### src/sv/rc_stick_arm_disarm_detector_defines.svh
// Assertion macros for the stick arm/disarm detector.
// Each macro names the clock and the active-low reset it is disabled by.
`ifndef RC_STICK_ARM_DISARM_DETECTOR_DEFINES_SVH
`define RC_STICK_ARM_DISARM_DETECTOR_DEFINES_SVH
`ifndef SYNTHESIS
// Same-cycle implication: cons must hold whenever ante holds
`define RSAD_ASSERT_IMPLY(label, clk_s, rst_s, ante, cons) \
    label: assert property (@(posedge clk_s) disable iff (!rst_s) (ante) |-> (cons)) \
        else $error("rsad assertion failed");
// Next-cycle implication: cons must hold in the cycle after ante
`define RSAD_ASSERT_NEXT(label, clk_s, rst_s, ante, cons) \
    label: assert property (@(posedge clk_s) disable iff (!rst_s) (ante) |=> (cons)) \
        else $error("rsad assertion failed");
`else
`define RSAD_ASSERT_IMPLY(label, clk_s, rst_s, ante, cons)
`define RSAD_ASSERT_NEXT(label, clk_s, rst_s, ante, cons)
`endif
`endif

### src/sv/rsad_pkg.sv
package rsad_pkg;

    // Default sizing
    localparam int NUM_CHANNELS_DEF = 10;
    localparam int WIDTH_BITS_DEF   = 16;

    // Fixed field widths
    localparam int TIME_BITS      = 32;
    localparam int IN_CHANNELS    = 10;
    localparam int TARGET_BITS    = 7;
    localparam int MASK_BITS      = 10;
    localparam int STARTUP_BITS   = 7;
    localparam int STATUS_BITS    = 2;
    localparam int CFG_INDEX_BITS = 3;
    localparam int CFG_DATA_BITS  = 10;
    localparam int OUT_TDATA_BITS = 8;
    localparam int NUM_STICKS     = 4;
    localparam int STICK_BITS     = 2;

    // Timing and scaling constants
    localparam int unsigned MIN_INTERVAL_MS = 20;
    localparam int unsigned STARTUP_MAX     = 100;
    localparam int unsigned STARTUP_CAL     = 90;
    localparam int unsigned UNLOCK_HOLD_MS  = 5000;
    localparam int unsigned LOCK_HOLD_MS    = 4000;
    localparam int unsigned PCT_FULL        = 100;
    localparam int unsigned MIN_RESET       = 1000;
    localparam int unsigned MAX_RESET       = 2000;

    // Register reset values
    localparam logic [MASK_BITS-1:0]   MASK_RESET       = 10'd1023;
    localparam logic [TARGET_BITS-1:0] YAW_TARGET_RESET = 7'd100;

    // Result status codes
    localparam logic [STATUS_BITS-1:0] STATUS_BUSY     = 2'd0;
    localparam logic [STATUS_BITS-1:0] STATUS_LOCKED   = 2'd1;
    localparam logic [STATUS_BITS-1:0] STATUS_UNLOCKED = 2'd2;

    // Configuration register indexes
    localparam logic [CFG_INDEX_BITS-1:0] CFG_CAL_ENABLE      = 3'd0;
    localparam logic [CFG_INDEX_BITS-1:0] CFG_CHANNEL_MASK    = 3'd1;
    localparam logic [CFG_INDEX_BITS-1:0] CFG_UNLOCK_ROLL     = 3'd2;
    localparam logic [CFG_INDEX_BITS-1:0] CFG_UNLOCK_PITCH    = 3'd3;
    localparam logic [CFG_INDEX_BITS-1:0] CFG_UNLOCK_YAW      = 3'd4;
    localparam logic [CFG_INDEX_BITS-1:0] CFG_UNLOCK_THROTTLE = 3'd5;
    localparam logic [CFG_INDEX_BITS-1:0] CFG_LOCK_THROTTLE   = 3'd6;

    // Stick indexes
    localparam logic [STICK_BITS-1:0] ROLL_STICK     = 2'd0;
    localparam logic [STICK_BITS-1:0] THROTTLE_STICK = 2'd3;

    typedef enum logic [2:0] {
        ST_IDLE,
        ST_EVAL,
        ST_UPDATE,
        ST_PREP,
        ST_MUL,
        ST_CMP,
        ST_FINISH,
        ST_HOLD
    } state_t;

    // Controller to datapath
    typedef struct packed {
        logic                  accept;
        logic                  eval;
        logic                  update;
        logic                  prep;
        logic                  mul;
        logic                  cmp;
        logic                  finish;
        logic                  out_load;
        logic [STICK_BITS-1:0] sel;
    } cmd_t;

    // Datapath to controller
    typedef struct packed {
        logic busy;
        logic locked;
    } status_t;

    // Saturating add of millisecond sums
    function automatic logic [TIME_BITS-1:0] sat_add(input logic [TIME_BITS-1:0] a,
                                                     input logic [TIME_BITS-1:0] b);
        logic [TIME_BITS:0] s;
        s = {1'b0, a} + {1'b0, b};
        return s[TIME_BITS] ? {TIME_BITS{1'b1}} : s[TIME_BITS-1:0];
    endfunction

endpackage

### src/sv/rsad_out_reg.sv
module rsad_out_reg
(
    input  logic                                 clk,
    input  logic                                 rst_n,
    input  logic                                 load,
    input  logic [rsad_pkg::STATUS_BITS-1:0]     res_status,
    input  logic                                 res_healthy,
    output logic                                 m_tvalid,
    input  logic                                 m_tready,
    output logic [rsad_pkg::OUT_TDATA_BITS-1:0]  m_tdata
);

    localparam int PAD_BITS = rsad_pkg::OUT_TDATA_BITS - rsad_pkg::STATUS_BITS - 1;

    logic                             valid_reg;
    logic                             valid_next;
    logic [rsad_pkg::STATUS_BITS-1:0] status_reg;
    logic                             healthy_reg;

    // Set on load, drop once the item is taken
    always_comb
    begin
        valid_next = valid_reg;
        if (load)
        begin
            valid_next = 1'b1;
        end
        else if (m_tready)
        begin
            valid_next = 1'b0;
        end
    end

    always_ff @(posedge clk or negedge rst_n)
    begin
        if (!rst_n)
        begin
            valid_reg <= 1'b0;
        end
        else
        begin
            valid_reg <= valid_next;
        end
    end

    // Hold the result payload
    always_ff @(posedge clk)
    begin
        if (load)
        begin
            status_reg  <= res_status;
            healthy_reg <= res_healthy;
        end
    end

    assign m_tvalid = valid_reg;
    assign m_tdata  = {{PAD_BITS{1'b0}}, healthy_reg, status_reg};

endmodule

### src/sv/rsad_ctrl.sv
`include "rc_stick_arm_disarm_detector_defines.svh"

module rsad_ctrl
(
    input  logic              clk,
    input  logic              rst_n,
    input  logic              in_valid,
    output logic              in_ready,
    input  logic              out_free,
    input  rsad_pkg::status_t status,
    output rsad_pkg::cmd_t    cmd
);

    rsad_pkg::state_t                  state_reg;
    rsad_pkg::state_t                  state_next;
    logic [rsad_pkg::STICK_BITS-1:0]   idx_reg;
    logic [rsad_pkg::STICK_BITS-1:0]   idx_next;

    always_ff @(posedge clk or negedge rst_n)
    begin
        if (!rst_n)
        begin
            state_reg <= rsad_pkg::ST_IDLE;
            idx_reg   <= rsad_pkg::ROLL_STICK;
        end
        else
        begin
            state_reg <= state_next;
            idx_reg   <= idx_next;
        end
    end

    // Sequence one item: interval check, state update, stick checks, dwell
    always_comb
    begin
        state_next = state_reg;
        idx_next   = idx_reg;
        in_ready   = 1'b0;
        cmd        = '0;
        cmd.sel    = idx_reg;
        case (state_reg)
            rsad_pkg::ST_IDLE:
            begin
                in_ready = 1'b1;
                if (in_valid)
                begin
                    cmd.accept = 1'b1;
                    state_next = rsad_pkg::ST_EVAL;
                end
            end
            rsad_pkg::ST_EVAL:
            begin
                cmd.eval = 1'b1;
                if (status.busy)
                begin
                    state_next = rsad_pkg::ST_HOLD;
                end
                else
                begin
                    state_next = rsad_pkg::ST_UPDATE;
                end
            end
            rsad_pkg::ST_UPDATE:
            begin
                cmd.update = 1'b1;
                // Unlocked blocks only look at the throttle
                idx_next   = status.locked ? rsad_pkg::ROLL_STICK : rsad_pkg::THROTTLE_STICK;
                state_next = rsad_pkg::ST_PREP;
            end
            rsad_pkg::ST_PREP:
            begin
                cmd.prep   = 1'b1;
                state_next = rsad_pkg::ST_MUL;
            end
            rsad_pkg::ST_MUL:
            begin
                cmd.mul    = 1'b1;
                state_next = rsad_pkg::ST_CMP;
            end
            rsad_pkg::ST_CMP:
            begin
                cmd.cmp = 1'b1;
                if (idx_reg == rsad_pkg::THROTTLE_STICK)
                begin
                    state_next = rsad_pkg::ST_FINISH;
                end
                else
                begin
                    idx_next   = idx_reg + rsad_pkg::STICK_BITS'(1);
                    state_next = rsad_pkg::ST_PREP;
                end
            end
            rsad_pkg::ST_FINISH:
            begin
                cmd.finish = 1'b1;
                state_next = rsad_pkg::ST_HOLD;
            end
            rsad_pkg::ST_HOLD:
            begin
                if (out_free)
                begin
                    cmd.out_load = 1'b1;
                    state_next   = rsad_pkg::ST_IDLE;
                end
            end
            default:
            begin
                state_next = rsad_pkg::ST_IDLE;
            end
        endcase
    end

    // A busy item skips the state update and the stick checks
    `RSAD_ASSERT_NEXT(a_busy_skips, clk, rst_n,
                      state_reg == rsad_pkg::ST_EVAL && status.busy,
                      state_reg == rsad_pkg::ST_HOLD)
    // An unlocked block checks the throttle alone
    `RSAD_ASSERT_NEXT(a_unlocked_throttle, clk, rst_n,
                      state_reg == rsad_pkg::ST_UPDATE && !status.locked,
                      idx_reg == rsad_pkg::THROTTLE_STICK)
    // One item at a time
    `RSAD_ASSERT_NEXT(a_one_item, clk, rst_n, in_valid && in_ready, !in_ready)

endmodule

### src/sv/rsad_datapath.sv
`include "rc_stick_arm_disarm_detector_defines.svh"

module rsad_datapath
#(
    parameter  int NUM_CHANNELS  = rsad_pkg::NUM_CHANNELS_DEF,
    parameter  int WIDTH_BITS    = rsad_pkg::WIDTH_BITS_DEF,
    localparam int IN_BITS       = rsad_pkg::TIME_BITS + rsad_pkg::IN_CHANNELS * WIDTH_BITS,
    localparam int IN_TDATA_BITS = ((IN_BITS + 7) / 8) * 8
)
(
    input  logic                                  clk,
    input  logic                                  rst_n,
    input  rsad_pkg::cmd_t                        cmd,
    output rsad_pkg::status_t                     status,
    input  logic                                  cfg_we,
    input  logic [rsad_pkg::CFG_INDEX_BITS-1:0]   cfg_index,
    input  logic [rsad_pkg::CFG_DATA_BITS-1:0]    cfg_data,
    input  logic [IN_TDATA_BITS-1:0]              in_data,
    output logic [rsad_pkg::STATUS_BITS-1:0]      res_status,
    output logic                                  res_healthy
);

    localparam int CAL_CHANNELS = (NUM_CHANNELS < rsad_pkg::IN_CHANNELS) ?
                                  NUM_CHANNELS : rsad_pkg::IN_CHANNELS;
    localparam int PROD_BITS    = WIDTH_BITS + rsad_pkg::TARGET_BITS;
    localparam int TB           = rsad_pkg::TIME_BITS;
    localparam int SB           = rsad_pkg::STARTUP_BITS;
    localparam logic [WIDTH_BITS-1:0] MIN_INIT = WIDTH_BITS'(rsad_pkg::MIN_RESET);
    localparam logic [WIDTH_BITS-1:0] MAX_INIT = WIDTH_BITS'(rsad_pkg::MAX_RESET);

    // Configuration registers
    logic                                cal_en_reg;
    logic [rsad_pkg::MASK_BITS-1:0]      mask_reg;
    logic [rsad_pkg::TARGET_BITS-1:0]    unlock_target_reg [rsad_pkg::NUM_STICKS];
    logic [rsad_pkg::TARGET_BITS-1:0]    lock_target_reg;

    // Input item
    logic [TB-1:0]                       time_reg;
    logic [WIDTH_BITS-1:0]               width_reg [rsad_pkg::IN_CHANNELS];

    // Block state
    logic [TB-1:0]                       last_time_reg;
    logic [TB-1:0]                       interval_reg;
    logic [SB-1:0]                       startup_reg;
    logic [SB-1:0]                       startup_next;
    logic [WIDTH_BITS-1:0]               min_reg [CAL_CHANNELS];
    logic [WIDTH_BITS-1:0]               max_reg [CAL_CHANNELS];
    logic [WIDTH_BITS-1:0]               raw_reg [rsad_pkg::NUM_STICKS];
    logic                                locked_reg;
    logic [TB-1:0]                       unlock_dwell_reg;
    logic [TB-1:0]                       lock_dwell_reg;
    logic                                health_flag_reg;
    logic                                near_all_reg;
    logic [rsad_pkg::STATUS_BITS-1:0]    res_status_reg;
    logic                                res_healthy_reg;

    // Stick check pipeline
    logic [WIDTH_BITS-1:0]               d_reg;
    logic [WIDTH_BITS-1:0]               n_reg;
    logic [rsad_pkg::TARGET_BITS-1:0]    t_reg;
    logic                                degen_reg;
    logic [PROD_BITS-1:0]                p1_reg;
    logic [PROD_BITS-1:0]                p2_reg;

    logic [TB-1:0]                       interval_w;
    logic                                cal_on;
    logic [WIDTH_BITS-1:0]               stick_min [rsad_pkg::NUM_STICKS];
    logic [WIDTH_BITS-1:0]               stick_max [rsad_pkg::NUM_STICKS];
    logic [rsad_pkg::NUM_STICKS-1:0]     stick_mask;
    logic [WIDTH_BITS-1:0]               sel_min;
    logic [WIDTH_BITS-1:0]               sel_max;
    logic [WIDTH_BITS-1:0]               sel_raw;
    logic [WIDTH_BITS-1:0]               span_w;
    logic [WIDTH_BITS-1:0]               off_w;
    logic [rsad_pkg::TARGET_BITS-1:0]    sel_t;
    logic                                degen_w;
    logic [PROD_BITS-1:0]                abs_w;
    logic                                near_w;
    logic [TB-1:0]                       ud_next;
    logic [TB-1:0]                       ld_next;

    // Write configuration registers
    always_ff @(posedge clk or negedge rst_n)
    begin
        if (!rst_n)
        begin
            cal_en_reg           <= 1'b0;
            mask_reg             <= rsad_pkg::MASK_RESET;
            unlock_target_reg[0] <= '0;
            unlock_target_reg[1] <= '0;
            unlock_target_reg[2] <= rsad_pkg::YAW_TARGET_RESET;
            unlock_target_reg[3] <= '0;
            lock_target_reg      <= '0;
        end
        else if (cfg_we)
        begin
            case (cfg_index)
                rsad_pkg::CFG_CAL_ENABLE:
                    cal_en_reg <= cfg_data[0];
                rsad_pkg::CFG_CHANNEL_MASK:
                    mask_reg <= cfg_data[rsad_pkg::MASK_BITS-1:0];
                rsad_pkg::CFG_UNLOCK_ROLL:
                    unlock_target_reg[0] <= cfg_data[rsad_pkg::TARGET_BITS-1:0];
                rsad_pkg::CFG_UNLOCK_PITCH:
                    unlock_target_reg[1] <= cfg_data[rsad_pkg::TARGET_BITS-1:0];
                rsad_pkg::CFG_UNLOCK_YAW:
                    unlock_target_reg[2] <= cfg_data[rsad_pkg::TARGET_BITS-1:0];
                rsad_pkg::CFG_UNLOCK_THROTTLE:
                    unlock_target_reg[3] <= cfg_data[rsad_pkg::TARGET_BITS-1:0];
                rsad_pkg::CFG_LOCK_THROTTLE:
                    lock_target_reg <= cfg_data[rsad_pkg::TARGET_BITS-1:0];
                default:
                begin
                end
            endcase
        end
    end

    // Capture the input item
    always_ff @(posedge clk)
    begin
        if (cmd.accept)
        begin
            time_reg <= in_data[TB-1:0];
            for (int i = 0; i < rsad_pkg::IN_CHANNELS; i++)
            begin
                width_reg[i] <= in_data[TB + i * WIDTH_BITS +: WIDTH_BITS];
            end
        end
    end

    // Interval since the last non-busy item, wrapping
    assign interval_w    = time_reg - last_time_reg;
    assign status.busy   = interval_w < TB'(rsad_pkg::MIN_INTERVAL_MS);
    assign status.locked = locked_reg;

    // Saturating startup count and calibration gate
    assign startup_next = (startup_reg < SB'(rsad_pkg::STARTUP_MAX)) ?
                          startup_reg + SB'(1) : startup_reg;
    assign cal_on       = locked_reg && cal_en_reg &&
                          (startup_next > SB'(rsad_pkg::STARTUP_CAL));

    // Learn min and max per enabled channel
    for (genvar ch = 0; ch < CAL_CHANNELS; ch++)
    begin : g_cal
        always_ff @(posedge clk or negedge rst_n)
        begin
            if (!rst_n)
            begin
                min_reg[ch] <= MIN_INIT;
                max_reg[ch] <= MAX_INIT;
            end
            else if (cmd.update && mask_reg[ch] && cal_on)
            begin
                if (width_reg[ch] > max_reg[ch])
                begin
                    max_reg[ch] <= width_reg[ch];
                end
                if (width_reg[ch] < min_reg[ch])
                begin
                    min_reg[ch] <= width_reg[ch];
                end
            end
        end
    end

    // Keep the last raw width of each enabled stick
    always_ff @(posedge clk or negedge rst_n)
    begin
        if (!rst_n)
        begin
            for (int k = 0; k < rsad_pkg::NUM_STICKS; k++)
            begin
                raw_reg[k] <= '0;
            end
        end
        else if (cmd.update)
        begin
            for (int k = 0; k < rsad_pkg::NUM_STICKS; k++)
            begin
                if (mask_reg[k])
                begin
                    raw_reg[k] <= width_reg[k];
                end
            end
        end
    end

    // Stick views of the calibration registers
    always_comb
    begin
        for (int k = 0; k < rsad_pkg::NUM_STICKS; k++)
        begin
            stick_min[k]  = min_reg[k];
            stick_max[k]  = max_reg[k];
            stick_mask[k] = mask_reg[k];
        end
    end

    // Select one stick, clamp its offset into the span
    always_comb
    begin
        sel_min = stick_min[cmd.sel];
        sel_max = stick_max[cmd.sel];
        sel_raw = raw_reg[cmd.sel];
        sel_t   = locked_reg ? unlock_target_reg[cmd.sel] : lock_target_reg;
        span_w  = sel_max - sel_min;
        degen_w = !stick_mask[cmd.sel] || (sel_max <= sel_min);
        if (sel_raw <= sel_min)
        begin
            off_w = '0;
        end
        else if (sel_raw >= sel_max)
        begin
            off_w = span_w;
        end
        else
        begin
            off_w = sel_raw - sel_min;
        end
    end

    // Register the operands, then the cross products
    always_ff @(posedge clk)
    begin
        if (cmd.prep)
        begin
            d_reg     <= span_w;
            n_reg     <= off_w;
            t_reg     <= sel_t;
            degen_reg <= degen_w;
        end
        if (cmd.mul)
        begin
            p1_reg <= PROD_BITS'(n_reg) * PROD_BITS'(rsad_pkg::PCT_FULL);
            p2_reg <= PROD_BITS'(t_reg) * PROD_BITS'(d_reg);
        end
    end

    // |100*n - t*d| < d, or a dead channel matches only a zero target
    always_comb
    begin
        abs_w  = (p1_reg >= p2_reg) ? (p1_reg - p2_reg) : (p2_reg - p1_reg);
        near_w = degen_reg ? (t_reg == '0) : (abs_w < PROD_BITS'(d_reg));
    end

    // Dwell sums for this item
    assign ud_next = (!cal_en_reg && near_all_reg) ?
                     rsad_pkg::sat_add(unlock_dwell_reg, interval_reg) : '0;
    assign ld_next = near_all_reg ?
                     rsad_pkg::sat_add(lock_dwell_reg, interval_reg) : '0;

    // Advance block state and build the result
    always_ff @(posedge clk or negedge rst_n)
    begin
        if (!rst_n)
        begin
            last_time_reg    <= '0;
            interval_reg     <= '0;
            startup_reg      <= '0;
            locked_reg       <= 1'b1;
            unlock_dwell_reg <= '0;
            lock_dwell_reg   <= '0;
            health_flag_reg  <= 1'b0;
            near_all_reg     <= 1'b0;
            res_status_reg   <= rsad_pkg::STATUS_BUSY;
            res_healthy_reg  <= 1'b0;
        end
        else
        begin
            if (cmd.eval)
            begin
                interval_reg <= interval_w;
                if (status.busy)
                begin
                    res_status_reg  <= rsad_pkg::STATUS_BUSY;
                    res_healthy_reg <= health_flag_reg;
                end
            end
            if (cmd.update)
            begin
                last_time_reg   <= time_reg;
                startup_reg     <= startup_next;
                health_flag_reg <= 1'b1;
                near_all_reg    <= 1'b1;
            end
            if (cmd.cmp)
            begin
                near_all_reg <= near_all_reg && near_w;
            end
            if (cmd.finish)
            begin
                res_healthy_reg <= 1'b1;
                if (locked_reg)
                begin
                    unlock_dwell_reg <= ud_next;
                    lock_dwell_reg   <= '0;
                    res_status_reg   <= rsad_pkg::STATUS_LOCKED;
                    if (ud_next > TB'(rsad_pkg::UNLOCK_HOLD_MS))
                    begin
                        locked_reg <= 1'b0;
                    end
                end
                else
                begin
                    lock_dwell_reg   <= ld_next;
                    unlock_dwell_reg <= '0;
                    res_status_reg   <= rsad_pkg::STATUS_UNLOCKED;
                    if (ld_next > TB'(rsad_pkg::LOCK_HOLD_MS))
                    begin
                        locked_reg <= 1'b1;
                    end
                end
            end
        end
    end

    assign res_status  = res_status_reg;
    assign res_healthy = res_healthy_reg;

    // Lock state moves only at the dwell step
    `RSAD_ASSERT_NEXT(a_lock_at_finish, clk, rst_n, !cmd.finish, $stable(locked_reg))
    // Last time moves only on an accepted, non-busy item
    `RSAD_ASSERT_NEXT(a_time_at_update, clk, rst_n, !cmd.update, $stable(last_time_reg))
    // Health, once set, stays set
    `RSAD_ASSERT_NEXT(a_health_sticks, clk, rst_n, health_flag_reg, health_flag_reg)

endmodule

### src/sv/rc_stick_arm_disarm_detector.sv
// Channel  Dir  Handshake            Payload
// s_*      in   s_tvalid/s_tready    s_tdata: time_ms, width_ch1 .. width_ch10
// m_*      out  m_tvalid/m_tready    m_tdata: status, healthy
// cfg_*    in   cfg_we               cfg_index, cfg_data
//
// One item at a time; each item gives exactly one result.
// A busy item skips the stick checks and an unlocked block checks the throttle
// alone; each stick check is three passes (clamp, multiply, compare) through
// one shared cross-multiply unit, and a locked block checks all four sticks.
// The result sits in an output register, so a new item is taken while it waits.
// Reset (rst_n, async, active low) clears control and block state to locked, uncalibrated.
module rc_stick_arm_disarm_detector
#(
    parameter  int NUM_CHANNELS  = rsad_pkg::NUM_CHANNELS_DEF,
    parameter  int WIDTH_BITS    = rsad_pkg::WIDTH_BITS_DEF,
    localparam int IN_BITS       = rsad_pkg::TIME_BITS + rsad_pkg::IN_CHANNELS * WIDTH_BITS,
    localparam int IN_TDATA_BITS = ((IN_BITS + 7) / 8) * 8
)
(
    input  logic                                 clk,
    input  logic                                 rst_n,
    input  logic                                 s_tvalid,
    output logic                                 s_tready,
    // time_ms, width_ch1 .. width_ch10 from bit 0 up, zero fill
    input  logic [IN_TDATA_BITS-1:0]             s_tdata,
    output logic                                 m_tvalid,
    input  logic                                 m_tready,
    // status [1:0], healthy [2], zero fill
    output logic [rsad_pkg::OUT_TDATA_BITS-1:0]  m_tdata,
    input  logic                                 cfg_we,
    input  logic [rsad_pkg::CFG_INDEX_BITS-1:0]  cfg_index,
    input  logic [rsad_pkg::CFG_DATA_BITS-1:0]   cfg_data
);

    rsad_pkg::cmd_t                     cmd;
    rsad_pkg::status_t                  status;
    logic [rsad_pkg::STATUS_BITS-1:0]   res_status;
    logic                               res_healthy;
    logic                               out_free;

    assign out_free = !m_tvalid || m_tready;

    rsad_ctrl u_ctrl
    (
        .clk      (clk),
        .rst_n    (rst_n),
        .in_valid (s_tvalid),
        .in_ready (s_tready),
        .out_free (out_free),
        .status   (status),
        .cmd      (cmd)
    );

    rsad_datapath
    #(
        .NUM_CHANNELS (NUM_CHANNELS),
        .WIDTH_BITS   (WIDTH_BITS)
    )
    u_datapath
    (
        .clk         (clk),
        .rst_n       (rst_n),
        .cmd         (cmd),
        .status      (status),
        .cfg_we      (cfg_we),
        .cfg_index   (cfg_index),
        .cfg_data    (cfg_data),
        .in_data     (s_tdata),
        .res_status  (res_status),
        .res_healthy (res_healthy)
    );

    rsad_out_reg u_out_reg
    (
        .clk         (clk),
        .rst_n       (rst_n),
        .load        (cmd.out_load),
        .res_status  (res_status),
        .res_healthy (res_healthy),
        .m_tvalid    (m_tvalid),
        .m_tready    (m_tready),
        .m_tdata     (m_tdata)
    );

endmodule
### config.mk
export PLATFORM = sky130hd
export DESIGN_NAME = rc_stick_arm_disarm_detector
export DESIGN_NICKNAME = d
export VERILOG_FILES = /design/src/sv/rsad_pkg.sv /design/src/sv/rsad_out_reg.sv /design/src/sv/rsad_ctrl.sv /design/src/sv/rsad_datapath.sv /design/src/sv/rc_stick_arm_disarm_detector.sv
export VERILOG_INCLUDE_DIRS = /design/src /design/src/sv
export SDC_FILE = /design/constraint.sdc
export NUM_CORES = 2
export LEC_CHECK = 0
export BUFFER_PORTS_ARGS = -buffer_cell sky130_fd_sc_hd__buf_2
export CAP_MARGIN = 10
export CORE_AREA = 2 2 267 269
export CTS_CLUSTER_SIZE = 12
export DETAILED_ROUTE_END_ITERATION = 8
export DIE_AREA = 0 0 269 271
export PLACE_DENSITY = 0.78
export SYNTH_ARGS = -nofsm -noshare
export SYNTH_HDL_FRONTEND = slang
export SYNTH_SLANG_ARGS = --single-unit
### constraint.sdc
create_clock -name clk -period 4.75 [get_ports clk]
set_clock_uncertainty 0.2 [all_clocks]
set_input_delay 0.475 -clock clk [delete_from_list [all_inputs] [get_ports clk]]
set_output_delay 0.475 -clock clk [all_outputs]
set_load 0.03 [all_outputs]
## Word level (Yosys, flattened, before mapping)

Memories as Yosys holds them, arrays and structs flattened.
Index checks and enable logic that the tools add are counted.

| operators by class | value |
|---|---|
| add/sub/neg operators | 9 |
| multipliers | 2 |
| order comparisons | 20 |
| eq/ne operators | 17 |
| multiplexer cells | 60 |
| bitwise gates (word level) | 1 |
| reduce and logical (&&, ||, !) cells | 47 |

Operators with widths:

| operator | count |
|---|---|
| $mux W32 | 6 |
| $mux W16 | 7 |
| $bmux W16 S2 | 3 |
| $add A32 B32 Y33 | 2 |
| $gt A16 B16 Y1 | 4 |
| $lt A16 B16 Y1 | 4 |
| $sub A23 B23 Y23 | 2 |
| $reduce_and A2 Y1 | 22 |
| $gt A32 B12 Y1 const B | 1 |
| $gt A32 B13 Y1 const B | 1 |
| $le A16 B16 Y1 | 2 |
| $lt A32 B5 Y1 const B | 1 |
| $sub A16 B16 Y16 | 2 |
| $sub A32 B32 Y32 | 1 |
| $mux W7 | 4 |
| $mux W1 | 25 |
| $pmux W3 S8 | 1 |
| $ge A23 B23 Y1 | 1 |
| $lt A23 B16 Y1 | 1 |
| $mul A7 B16 Y23 | 1 |
| $mux W23 | 1 |
| $eq A3 B3 Y1 const B | 7 |
| $mul A16 B5 Y21 const B | 1 |
| $ge A16 B16 Y1 | 1 |
| 22 further kinds | 55 |

| storage, ports and cells | value |
|---|---|
| bits in registers | 498 |
| bits in writable memories | 160 |
| output and inout bits | 10 |
| logic and storage cells | 198 |
| memories kept | 1 |

Memories:

| memory | depth | bits a word | rd ports | clocked after Yosys merged registers in | wr ports | RTL line | RTL |
|---|---|---|---|---|---|---|---|
| u_datapath.width_reg | 10 | 16 | 4 | 0 | 10 | rsad_datapath.sv:39 | `logic [WIDTH_BITS-1:0] width_reg [rsad_pkg::IN_CHANNELS];` |

## Longest topological paths before layout

| logic depth | value |
|---|---|
| depth in word-level cells | 6 |
| mapped depth | 27 |

## Cells and area by module

From an unflattened synthesis, not the netlist that was laid out.

| unflattened totals | value |
|---|---|
| cells, all modules | 3741 |
| area total of the unflattened synthesis | 39591.7 um2 |

By module, submodules not included:

| module | times used | cells an instance | area an instance (um2) | seq. area each (um2) |
|---|---|---|---|---|
| rsad_datapath | 1 | 3678 | 38954.9 | 14809.2 |
| rsad_ctrl | 1 | 49 | 455.4 | 125.1 |
| rsad_out_reg | 1 | 13 | 175.2 | 115.1 |
| rc_stick_arm_disarm_detector | 1 | 1 | 6.3 | 0.0 |

## Worst setup path after synthesis

No wires, ideal clock.

| path | value |
|---|---|
| path kind | register to register |
| from | reg u_datapath.t_reg[3] (netlist bit) |
| to | reg u_datapath.p2_reg[22] (data pin) |
| setup time | 0.272 ns |
| arrival time | 4.786 ns |
| path slack | -0.508 ns |
| stages on the path, launching flop included | 22 |
| cells stage by stage | edfxtp_1 > clkbuf_1 > and2_1 > fa_1 > inv_1 > fa_1 > inv_1 > fa_1 > inv_1 > fa_1 > inv_1 > ha_1 > inv_1 > o21bai_1 > a21oi_1 > o21a_1 > o211ai_1 > a31oi_1 > nor2b_1 > o21a_1 > o21ai_0 > a211oi_1 |

| on the way | value |
|---|---|
| longest elaborated chain between the ends | 1 |

RTL lines:

| what | RTL line | RTL |
|---|---|---|
| from (decl) | rsad_datapath.sv:60 | `logic [rsad_pkg::TARGET_BITS-1:0] t_reg;` |
| from (signal assigned) | rsad_datapath.sv:230 | `t_reg <= sel_t;` |
| $mul A7 B16 Y23 | rsad_datapath.sv:236 | `p2_reg <= PROD_BITS'(t_reg) * PROD_BITS'(d_reg);` |
| to (signal assigned) | rsad_datapath.sv:236 |  |
| to (decl) | rsad_datapath.sv:63 | `logic [PROD_BITS-1:0] p2_reg;` |

Every way passes these cells.
A chain may end at the register's enable or synchronous reset.

## Worst setup path in the final report

| path | value |
|---|---|
| from | reg u_datapath.t_reg[1] (netlist bit) |
| to | reg u_datapath.p2_reg[21] (data pin) |

The elaborated chain is that of the path after synthesis.

==> reports/qor.csv <==
metric,value,unit
grt_pass1_vias,30277,
required,4.91,ns
drive_gt1_share,20.5,%
status,finished with violations,
ys_async_sr_fraction,67.4,%
syn_inst,3813,
antenna_left,0,
max_freq,0.199,GHz
worstMarginPinSlew,1.16,ns
min_period,5.04,ns
numPortBuffers,115,
yosys.area_share.simple,11.0,%
cts_tree,yes,
wl_per_cell,19.4,um
start_kind,flop,
dr_total_vias,30211,
layout_commonest_cell,inv_1,
final_cell_mix,"inv_1 (422), ha_1 (411), nand2_1 (324)",
holdPathStages,3,
hold_class,in -> reg,
synthFlopType,dfrtp_1,
synth_edf_count,183,
hold_viol,0,
yosysSeqAreaShare,37.9,%
reg2regPathDepth,17,
synth_fa_ha_area_share,17.7,%
drv_cap,0,
yosys.area.top_type,dfrtp_1,
setup_ws,-0.285,ns
slew_headroom,22.3,%
violations,setup timing,
drt_iter0_markers,2342,
synth-compound-area-share,13.5,%
cp-end-kind,flop,
synth_area_leaders,"dfrtp_1 (20%), edfxtp_1 (14%), ha_1 (13%)",
multi_input_area,23000,um2
htree_levels,2,
place_congestion,0.949,
die_x,269,um
dp_hpwl,74200,um
clock-sinks,562,
yosysWarnings,0,
numCtsBuffers,61,
grt_max_degree,105,
fin_crit_sh,106,%
dpl_cell_area,42200,um2
wl,99800,um
slew_viol_final,0,
design_area,45900,um2
clk-insertion-delay-late,0.66,ns
synth_xor_area_share,3.29,%
drt-pass1-iter-count,7,
holdPathEnd,u_out_reg.m_tvalid,
fin_setup_tns,-1.43,ns
timing.rr.start,u_datapath.t_reg[1],
cp_max_fo,5,
critPathKind,reg -> reg,
synth-seq-cells,562,
core,69800,um2
vias_per_cell,5.87,
regArea,15100,um2
grt_overflow,0,
r2r-end,u_datapath.p2_reg[21],
min_from,m_tready,
regToRegSetupSlack,-0.29,ns
cts_buffer_depth,3,
syn_area,39700,um2
synth_top_family_by_area,adder cells,
ctsRootBufferMaster,clkbuf_16,
grt_pass1_wl,160000,um
syn2layout_area_growth,15.7,%
antenna-diode-count,0,
initial_utilization,56.8,%
route.detailed.drc,0,
rows,97,
synth_top_area_share,20.4,%
die_height,271,um
clkTransAtPathRegs,0.06,ns
ys_types,96,
rsz0062_at_grt,yes,
dieArea,72900,um2
grt_use_total,27.7,%
finalSetupViolations,6,
antenna_found_initial,2,
nets,4875,
fill_cells,5204,
io_pins,220,
cp_data_arrival_time,5.20,ns
muxShareOfSynthArea,11.2,%
synth_area_per_cell,10.4,um2
==> synth_stat cells, types with 9 or more instances <==
cell type and count:
a211oi_1 29, a21boi_0 13, a21o_1 128, a21oi_1 179, a31oi_1 24, and2_1 83
and3_1 20, buf_2 13, clkbuf_1 79, dfrtp_1 323, dfstp_2 56, edfxtp_1 183
fa_1 86, ha_1 424, inv_1 434, mux2_2 219, mux2_4 30, mux2i_1 25
mux4_2 56, nand2_1 326, nand2b_1 33, nand3_1 50, nand4_1 43, nor2_1 164
nor2b_1 42, nor3_1 54, nor4_1 15, o2111ai_1 9, o211ai_1 24, o21a_1 35
o21ai_0 232, o21bai_1 24, o31ai_1 11, or3_1 16, xnor2_1 102, xor2_1 47
==> repair_timing <==
item                       4_1_cts  5_1_grt
hold buffers                   104        0
hold endpoints to repair       197        0
resized for setup               36       61
pin swaps                       42       38
buffers inserted                25       15
setup endpoints to repair        8       18
==> metrics by stage <==
step	utilization [%]	std cells	worst slack, ns	hold slack (ns)
finish	65.8	5148	-0.285	0.0216
global route	65.8	5148	-0.507	0.0233
CTS	65.3	5137	-0.182	0.00372
detailed placement	60.4	4893	-0.381	0.262
global placement	60.4	4893	-0.312	0.250
floorplan	-	3817	-0.138	-0.0206
==> critical path: stages, from the launching register on <==
cell and delay, ns:
edfxtp_1 0.40, buf_2 0.18, and2_1 0.16, fa_1 0.49, inv_1 0.05, fa_1 0.47
fa_1 0.56, inv_1 0.05, fa_1 0.48, ha_4 0.27, buf_4 0.15, a31oi_4 0.16
o21ai_2 0.10, o41ai_2 0.40, nor2_1 0.11, nor2_2 0.14, a2111oi_2 0.09, a311o_1 0.29
==> metal layers <==
metal  up-vias  wire, um  track usage, %
li1      14239         -               -
met1     14841     43700            37.9
met2       908     47100            45.2
met3       223      5520            3.61
met4         0      3450            9.46
met5         -         0               0
==> how the worst max path moves through the flow <==
stage	from	endpoint	slack (ns)	cells after the start
finish	u_datapath.t_reg[1]	u_datapath.p2_reg[21]	-0.29	17
global placement	u_datapath.t_reg[2]	u_datapath.p2_reg[21]	-0.31	16
detailed placement	u_datapath.t_reg[2]	u_datapath.p2_reg[21]	-0.38	16
floorplan	u_datapath.t_reg[1]	u_datapath.p2_reg[21]	-0.14	19
CTS	u_datapath.t_reg[2]	u_datapath.p2_reg[22]	-0.18	20
global route	u_datapath.t_reg[2]	u_datapath.p2_reg[21]	-0.51	18
==> area by class of cell <==
type	instances	area share, %
multi-input cells	2710	50.1
repair buffers	386	6.53
clock buffers	97	4.04
clock inverters	19	0.474
inverters	434	3.55
flip-flops and latches	562	32.8
well taps	940	2.56
==> logic make-up (layout without fill, tap and decap cells) <==
group	count (synthesis)	in the layout
AOI/OAI and AO/OA	820	820
other	1	5
xor gates and xnor gates	149	149
muxes	330	330
adders and majority gates	510	510
buffers and inverters	545	936
DFF	562	562
and+or+nand+nor	896	896
Power is not shown: default switching activity piles up to over one toggle a cycle in this logic, so the estimate is an artifact.
